--- src/design/ila_pkg.sv ---
package ila_pkg;

   localparam int unsigned POS_WIDTH   = 32;
   localparam int unsigned LWID_WIDTH  = 21;
   localparam int unsigned TAG_WIDTH   = 16;
   localparam int unsigned LANE_OUT_W  = 4;
   localparam int unsigned CSR_DATA_W  = 32;
   localparam int unsigned CSR_INDEX_W = 1;

   typedef enum logic [CSR_INDEX_W-1:0] {
      CSR_FIRST_LINE_START = 1'b0,
      CSR_LINE_WIDTH       = 1'b1
   } csr_index_type;

   typedef enum logic [2:0] {
      STATUS_PLACED   = 3'd0,
      STATUS_SKIPPED  = 3'd1,
      STATUS_DEFERRED = 3'd2,
      STATUS_FULL     = 3'd3,
      STATUS_REPORT   = 3'd4
   } status_type;

   typedef enum logic [1:0] {
      SHADE_EMPTY  = 2'd0,
      SHADE_ACTIVE = 2'd1,
      SHADE_ENDED  = 2'd2
   } shade_type;

   typedef struct packed {
      logic                 req_type;
      logic [POS_WIDTH-1:0] start_pos;
      logic [POS_WIDTH-1:0] stop_pos;
      logic [TAG_WIDTH-1:0] annotation_id;
   } req_item_type;

   typedef struct packed {
      status_type            status;
      logic [LANE_OUT_W-1:0] lane;
      logic [TAG_WIDTH-1:0]  lane_tag;
      shade_type             shade;
      logic                  last;
   } rsp_item_type;

endpackage

--- src/design/interval_lane_allocator_core.sv ---
// Packs start-sorted intervals into display lanes one row at a time. Raise start
// while busy is low to transfer a request; every result shows for exactly one
// cycle with rsp_valid high and cannot be held off, and rsp_data.last marks the
// final result of a request. An offer passes through the load and decide states, and
// its one result is registered from the decide state. A row advance passes through
// the load and prep states and then stays in the report state for one lane report per
// lane in use, since the lane tag and end memories are read over their one read port,
// one lane a cycle and one lane ahead of the report, while each lane is reported and
// aged. No memory clearing runs after reset. Write csr_* only while busy is low and no
// result is still pending.
module interval_lane_allocator_core #(
   parameter int unsigned LANE_COUNT = 16
) (
   input  logic                                clock,
   input  logic                                reset,
   input  logic                                start,
   output logic                                busy,
   input  ila_pkg::req_item_type               req_data,
   output logic                                rsp_valid,
   output ila_pkg::rsp_item_type               rsp_data,
   input  logic                                csr_we,
   input  logic [ila_pkg::CSR_INDEX_W-1:0]     csr_index,
   input  logic [ila_pkg::CSR_DATA_W-1:0]      csr_wdata
);

   localparam int unsigned LW = (LANE_COUNT > 1) ? $clog2(LANE_COUNT) : 1;
   localparam int unsigned UW = $clog2(LANE_COUNT + 1);
   localparam int unsigned EW = (LW > ila_pkg::LANE_OUT_W) ? LW : ila_pkg::LANE_OUT_W;

   typedef enum logic [4:0] {
      ST_IDLE   = 5'b00001,
      ST_LOAD   = 5'b00010,
      ST_DECIDE = 5'b00100,
      ST_PREP   = 5'b01000,
      ST_REPORT = 5'b10000
   } state_type;

   state_type                          state_ff, state_in;
   ila_pkg::req_item_type              req_ff, req_in;
   logic [ila_pkg::POS_WIDTH-1:0]      first_ff, first_in;
   logic [ila_pkg::LWID_WIDTH-1:0]     width_ff, width_in;
   logic [ila_pkg::POS_WIDTH-1:0]      row_offset_ff, row_offset_in;
   logic [ila_pkg::POS_WIDTH-1:0]      line_start_ff, line_start_in;
   logic [ila_pkg::POS_WIDTH-1:0]      next_start_ff, next_start_in;
   logic [UW-1:0]                      used_ff, used_in;
   logic [LW-1:0]                      idx_ff, idx_in;
   ila_pkg::shade_type                 cond_ff [LANE_COUNT];
   ila_pkg::shade_type                 cond_in [LANE_COUNT];
   logic                               rsp_valid_ff, rsp_valid_in;
   ila_pkg::rsp_item_type              rsp_ff, rsp_in;

   logic [ila_pkg::TAG_WIDTH-1:0]      lane_tag_mem [LANE_COUNT];
   logic [ila_pkg::POS_WIDTH-1:0]      lane_end_mem [LANE_COUNT];
   logic [ila_pkg::TAG_WIDTH-1:0]      tag_rd_ff;
   logic [ila_pkg::POS_WIDTH-1:0]      end_rd_ff;
   logic [LW-1:0]                      rd_addr;
   logic                               mem_we;

   logic                               accept;
   logic                               skip;
   logic                               defer;
   logic [ila_pkg::POS_WIDTH:0]        row_limit;
   logic                               found;
   logic [LW-1:0]                      free_slot;
   logic [LW-1:0]                      slot;
   logic                               full;
   logic [EW-1:0]                      slot_ext;
   logic [EW-1:0]                      idx_ext;
   logic                               report_last;
   ila_pkg::shade_type                 cur_shade;

   assign busy      = (state_ff != ST_IDLE);
   assign accept    = start && !busy;
   assign rsp_valid = rsp_valid_ff;
   assign rsp_data  = rsp_ff;

   assign row_limit = {1'b0, line_start_ff} + (ila_pkg::POS_WIDTH + 1)'(width_ff);
   assign skip      = req_ff.stop_pos < line_start_ff;
   assign defer     = {1'b0, req_ff.start_pos} > row_limit;

   always_comb begin
      found     = 1'b0;
      free_slot = '0;
      for (int k = 0; k < LANE_COUNT; k++) begin
         if (!found && (UW'(k) < used_ff) && (cond_ff[k] == ila_pkg::SHADE_EMPTY)) begin
            found     = 1'b1;
            free_slot = LW'(k);
         end
      end
   end

   assign full        = !found && (used_ff == UW'(LANE_COUNT));
   assign slot        = found ? free_slot : used_ff[LW-1:0];
   assign slot_ext    = EW'(slot);
   assign idx_ext     = EW'(idx_ff);
   assign report_last = (UW'(idx_ff) + UW'(1)) == used_ff;
   assign cur_shade   = cond_ff[idx_ff];
   assign mem_we      = (state_ff == ST_DECIDE) && !skip && !defer && !full;
   assign rd_addr     = (state_ff == ST_REPORT) ? idx_ff + LW'(1) : '0;

   always_comb begin
      state_in      = state_ff;
      req_in        = req_ff;
      first_in      = first_ff;
      width_in      = width_ff;
      row_offset_in = row_offset_ff;
      line_start_in = line_start_ff;
      next_start_in = next_start_ff;
      used_in       = used_ff;
      idx_in        = idx_ff;
      cond_in       = cond_ff;
      rsp_valid_in  = 1'b0;
      rsp_in        = '0;

      if (csr_we) begin
         unique case (ila_pkg::csr_index_type'(csr_index))
            ila_pkg::CSR_FIRST_LINE_START: first_in = csr_wdata;
            ila_pkg::CSR_LINE_WIDTH:       width_in = csr_wdata[ila_pkg::LWID_WIDTH-1:0];
            default: ;
         endcase
      end

      unique case (state_ff)
         ST_IDLE: begin
            if (accept) begin
               req_in   = req_data;
               state_in = ST_LOAD;
            end
         end
         ST_LOAD: begin
            line_start_in = first_ff + row_offset_ff;
            state_in      = req_ff.req_type ? ST_PREP : ST_DECIDE;
         end
         ST_DECIDE: begin
            rsp_valid_in = 1'b1;
            rsp_in.last  = 1'b1;
            priority if (skip) begin
               rsp_in.status = ila_pkg::STATUS_SKIPPED;
            end else if (defer) begin
               rsp_in.status = ila_pkg::STATUS_DEFERRED;
            end else if (full) begin
               rsp_in.status = ila_pkg::STATUS_FULL;
            end else begin
               rsp_in.status   = ila_pkg::STATUS_PLACED;
               rsp_in.lane     = slot_ext[ila_pkg::LANE_OUT_W-1:0];
               rsp_in.lane_tag = req_ff.annotation_id;
               rsp_in.shade    = ila_pkg::SHADE_ACTIVE;
               cond_in[slot]   = ila_pkg::SHADE_ACTIVE;
               if (!found) begin
                  used_in = used_ff + UW'(1);
               end
            end
            state_in = ST_IDLE;
         end
         ST_PREP: begin
            row_offset_in = row_offset_ff + ila_pkg::POS_WIDTH'(width_ff);
            next_start_in = line_start_ff + ila_pkg::POS_WIDTH'(width_ff);
            idx_in        = '0;
            state_in      = ST_REPORT;
         end
         ST_REPORT: begin
            rsp_valid_in    = 1'b1;
            rsp_in.status   = ila_pkg::STATUS_REPORT;
            rsp_in.lane     = idx_ext[ila_pkg::LANE_OUT_W-1:0];
            rsp_in.lane_tag = (cur_shade == ila_pkg::SHADE_EMPTY) ? '0 : tag_rd_ff;
            rsp_in.shade    = cur_shade;
            rsp_in.last     = report_last;
            unique case (cur_shade)
               ila_pkg::SHADE_ENDED: cond_in[idx_ff] = ila_pkg::SHADE_EMPTY;
               ila_pkg::SHADE_ACTIVE: begin
                  if (end_rd_ff < next_start_ff) begin
                     cond_in[idx_ff] = ila_pkg::SHADE_ENDED;
                  end
               end
               default: ;
            endcase
            if (report_last) begin
               state_in = ST_IDLE;
            end else begin
               idx_in = idx_ff + LW'(1);
            end
         end
         default: state_in = ST_IDLE;
      endcase
   end

   always_ff @(posedge clock) begin
      if (reset) begin
         state_ff      <= ST_IDLE;
         first_ff      <= '0;
         width_ff      <= ila_pkg::LWID_WIDTH'(1);
         row_offset_ff <= '0;
         used_ff       <= UW'(1);
         rsp_valid_ff  <= 1'b0;
         for (int k = 0; k < LANE_COUNT; k++) begin
            cond_ff[k] <= ila_pkg::SHADE_EMPTY;
         end
      end else begin
         state_ff      <= state_in;
         first_ff      <= first_in;
         width_ff      <= width_in;
         row_offset_ff <= row_offset_in;
         used_ff       <= used_in;
         rsp_valid_ff  <= rsp_valid_in;
         cond_ff       <= cond_in;
      end
   end

   always_ff @(posedge clock) begin
      req_ff        <= req_in;
      line_start_ff <= line_start_in;
      next_start_ff <= next_start_in;
      idx_ff        <= idx_in;
      rsp_ff        <= rsp_in;
   end

   always_ff @(posedge clock) begin
      if (mem_we) begin
         lane_tag_mem[slot] <= req_ff.annotation_id;
         lane_end_mem[slot] <= req_ff.stop_pos;
      end
      tag_rd_ff <= lane_tag_mem[rd_addr];
      end_rd_ff <= lane_end_mem[rd_addr];
   end

endmodule

--- config.mk ---
export PLATFORM = sky130hd
export DESIGN_NAME = interval_lane_allocator_core
export DESIGN_NICKNAME = d
export VERILOG_FILES = /design/src/design/ila_pkg.sv /design/src/design/interval_lane_allocator_core.sv
export SDC_FILE = /design/constraint.sdc
export NUM_CORES = 2
export LEC_CHECK = 0
export BUFFER_PORTS_ARGS = -buffer_cell sky130_fd_sc_hd__clkbuf_2
export CORE_ASPECT_RATIO = 0.5
export CORE_UTILIZATION = 62
export DETAILED_ROUTE_END_ITERATION = 8
export PLACE_DENSITY = 0.83
export SLEW_MARGIN = 20
export SYNTH_ARGS = -nofsm -noshare
export SYNTH_HDL_FRONTEND = slang
export SYNTH_SLANG_ARGS = --single-unit
export TNS_END_PERCENT = 1
--- constraint.sdc ---
create_clock -name clock -period 8.55 [get_ports clock]
set_input_delay 1.2825 -clock clock [delete_from_list [all_inputs] [get_ports clock]]
set_output_delay 1.2825 -clock clock [all_outputs]
set_load 0.005 [all_outputs]
==> results.sh <==
export IMPL_status="complete, no violations"
export IMPL_dpl_hpwl_um=78200
export IMPL_period_minus_slack_ns=7.44
export IMPL_finalHoldViolCount=0
export IMPL_ys_flop_type="edfxtp_1"
export IMPL_gp_congestion=0.921
export IMPL_yosys_warnings=0
export IMPL_setup_viol=0
export IMPL_skew_ns=0.0286
export IMPL_r2r_cells=21
export IMPL_totalPowerFinal_mw=10.7
export IMPL_wl_per_cell_um=25.9
export IMPL_cts_setup_buffers=0
export IMPL_ant_nets=0
export IMPL_final_cell_area_um2=53700
export IMPL_fin_ws_ns=1.11
export IMPL_hold_path_startpoint="tag_rd_ff[9]"
export IMPL_synth_edff_count=917
export IMPL_place_area_um2=50700
export IMPL_r2r_start="line_start_ff[1]"
export IMPL_hold_slack_ns=0.446
export IMPL_cts_clk_slew_worst_paths_ns=0.06
export IMPL_drc_errors=0
export IMPL_io_buffers=145
export IMPL_cts_sinks=1119
export IMPL_max_freq_mhz=134
export IMPL_grt_usage_pct=31.7
export IMPL_grt_pass1_wl_um=192000
export IMPL_cts_root_buf="clkbuf_16"
export IMPL_dp_cells=4726
export IMPL_finalWirelength_um=127000
export IMPL_ys_seq_area_share_pct=64.7
export IMPL_cts_tree="yes"
export IMPL_utilization_pct=69.3
export IMPL_yosys_area_top_type_share_pct=56.4
export IMPL_maxCapViolCount=0
export IMPL_cts_hold_buffers=0
export IMPL_fin_nets=4078
export IMPL_final_common_cell="edfxtp_1"
export IMPL_syn_avg_cell_area_um2=13.3
export IMPL_grt_pass1_vias=31700
export IMPL_htreeDepth=3
export IMPL_use_met1_pct=46.0
export IMPL_rsz0062_at_grt="no"
export IMPL_rows=72
export IMPL_ff2ff_setup_slack_ns=1.11
export IMPL_first_pass_iters=6
export IMPL_stdcell_count=4899
export IMPL_cp_data_arrival_time_ns=7.82
export IMPL_powerDensity_nw_per_um2=199
export IMPL_ir_drop_mv=0.159
export IMPL_postCtsResizedCells=0
export IMPL_core_um2=77600
export IMPL_holdPathEnd="rsp_data[12]"
export IMPL_grt_busiest_layer="met2"
export IMPL_clk_latency_ns=0.71
export IMPL_worstHoldPathType="reg -> reg"
export IMPL_die_area_um2=79900
export IMPL_cts_made_buffers=92
export IMPL_p_leak_nw=19.0
export IMPL_dp_worst_setup_slack_ns=1.29
export IMPL_slew_violations=0
export IMPL_final_layout_size_suffix_gt1_share_pct=15.5
export IMPL_slew_headroom_pct=24.4
export IMPL_via_per_inst=6.64
export IMPL_drtIter0Drc=4618
export IMPL_use_met3_pct=7.05
export IMPL_clockBufferDepth=3
export IMPL_worst_setup_path_start_kind="flip-flop"
export IMPL_tightestPinTransition_ns=1.13
export IMPL_antenna_found_initial=4
export IMPL_synth_area_leaders="edfxtp_1 (56%), dfxtp_1 (8.3%), ha_1 (4.4%), mux2_2 (4.4%), a21oi_1 (4.1%)"
export IMPL_rr_endpoint="lane_tag_mem[4][5]"
export IMPL_post_synth_top_area_cell="edfxtp_1"
export IMPL_final_cell_mix="edfxtp_1 (917), a21oi_1 (394), nand2_1 (303)"
export IMPL_cp_required_ns=8.93
export IMPL_boundaryPins=146
export IMPL_grt_max_degree=157
export IMPL_finalCritPeriodShare_pct=87.0
export IMPL_synthesis_nets=3976
export IMPL_async_reset_ff_share_pct=0
export IMPL_die_h_um=200
export IMPL_synth_cell_type_count=88
export IMPL_crit_type="reg -> reg"
export IMPL_whs_path_depth=1
export IMPL_syn_inst=3682
export IMPL_vias=32500
export IMPL_synth_area_um2=48800
export IMPL_start_util_pct=62.9
export IMPL_overflow=0
export IMPL_fp_dieW_um=399
export IMPL_cp_end_kind="flip-flop"
export IMPL_tns_ns=0
export IMPL_grtUsageMet2_pct=47.7
export IMPL_area_delta_synth_final_pct=10.1
export IMPL_crit_fanout=25
export IMPL_ys_ff_latch=1119
-- Yosys cell counts, types with 11 or more instances --
cell type	number
edfxtp_1	917
o22ai_1	15
o221ai_1	49
nand2b_1	15
a221oi_1	49
a22o_1	18
nand3_1	32
or3_1	11
mux2i_1	96
dfxtp_1	202
a211oi_1	20
a21oi_1	395
nor3_1	40
inv_1	134
xor2_1	26
o21ai_0	161
o21a_1	23
nand4_1	22
a31oi_1	22
a311oi_1	16
clkbuf_1	159
o31ai_1	14
and3_1	73
nor2b_1	29
ha_1	173
nor2_1	107
buf_1	25
a32o_1	48
nand3b_1	12
and2_1	17
mux2_2	192
nand2_1	304
xnor2_1	57
o211ai_1	11
a21o_1	57
-- worst max-delay path: stages (launching register included) --
cell and delay [ns]:
edfxtp_1 0.44, ha_1 0.30, a21oi_1 0.08, nand4b_1 0.25, a311o_1 0.39, a21oi_1 0.23, o2111a_1 0.25, nor3_1 0.10
o31ai_1 0.89, and3_1 0.35, xnor2_1 0.09, ha_1 0.18, a21o_1 0.17, a21o_1 0.19, a21oi_1 0.16, nand3_1 0.10
a221oi_1 0.22, a211o_1 0.24, o211a_1 0.76, nand2_1 0.47, nor2_4 0.88, buf_4 0.36
-- where the power goes --
part	total (mW)	switching [mW]	internal, mW
clock network	4.28	2.00	2.28
logic	0.310	0.191	0.119
registers	6.10	0.124	5.98
-- area by class of cell --
| type | instances | area, µm² |
|---|---|---|
| antenna | 2 | 5.00 |
| clock buffer | 129 | 2570 |
| clock inverter | 42 | 427 |
| fill | 4965 | 23800 |
| inverter | 135 | 508 |
| multi-input combinational | 2235 | 16100 |
| sequential | 1119 | 31600 |
| tap | 1036 | 1300 |
| timing repair buffer | 201 | 1200 |
-- metal layers --
metal  share of wire, %  vias up
met5                  0        -
met4                3.0        0
met3                 12      266
met2                 45     2109
met1                 40    15900
li1                   -    14300
-- how the worst max path moves through the flow --
stage	endpoint	from	slack, ns
after floorplan	lane_end_mem[5][0]	line_start_ff[5]	1.63
after global placement	lane_end_mem[4][24]	line_start_ff[1]	1.46
after detailed placement	lane_end_mem[5][30]	line_start_ff[6]	1.29
after CTS	lane_end_mem[5][30]	line_start_ff[6]	1.27
after global routing	lane_tag_mem[5][15]	line_start_ff[1]	0.86
final	lane_tag_mem[4][5]	line_start_ff[1]	1.11
-- state kept, by name, indices dropped and copies added, names as in the netlist, named ones only --
| name | flops |
|---|---|
| tag_rd_ff | 16 |
| rsp_data | 26 |
| rsp_valid | 1 |
| end_rd_ff | 32 |
| used_ff | 5 |
| lane_end_mem | 512 |
| next_start_ff | 32 |
| first_ff | 32 |
| idx_ext | 4 |
| row_offset_ff | 32 |
| line_start_ff | 32 |
| lane_tag_mem | 256 |
| req_ff | 81 |
| state_ff | 5 |
| width_ff | 21 |
| cond_ff | 16 |
-- logic make-up after synthesis --
family                     count (synthesis)  share of synthesized area (%)
AOI/OAI and AO/OA                        963                           12.7
and+or+nand+nor                          715                           7.06
muxes                                    298                           6.90
adders and majority gates                176                           4.56
DFF                                     1119                           64.7
xor gates and xnor gates                  83                           1.49
buffers and inverters                    328                           2.57
No activity file was read; power rests on OpenSTA's default activity.
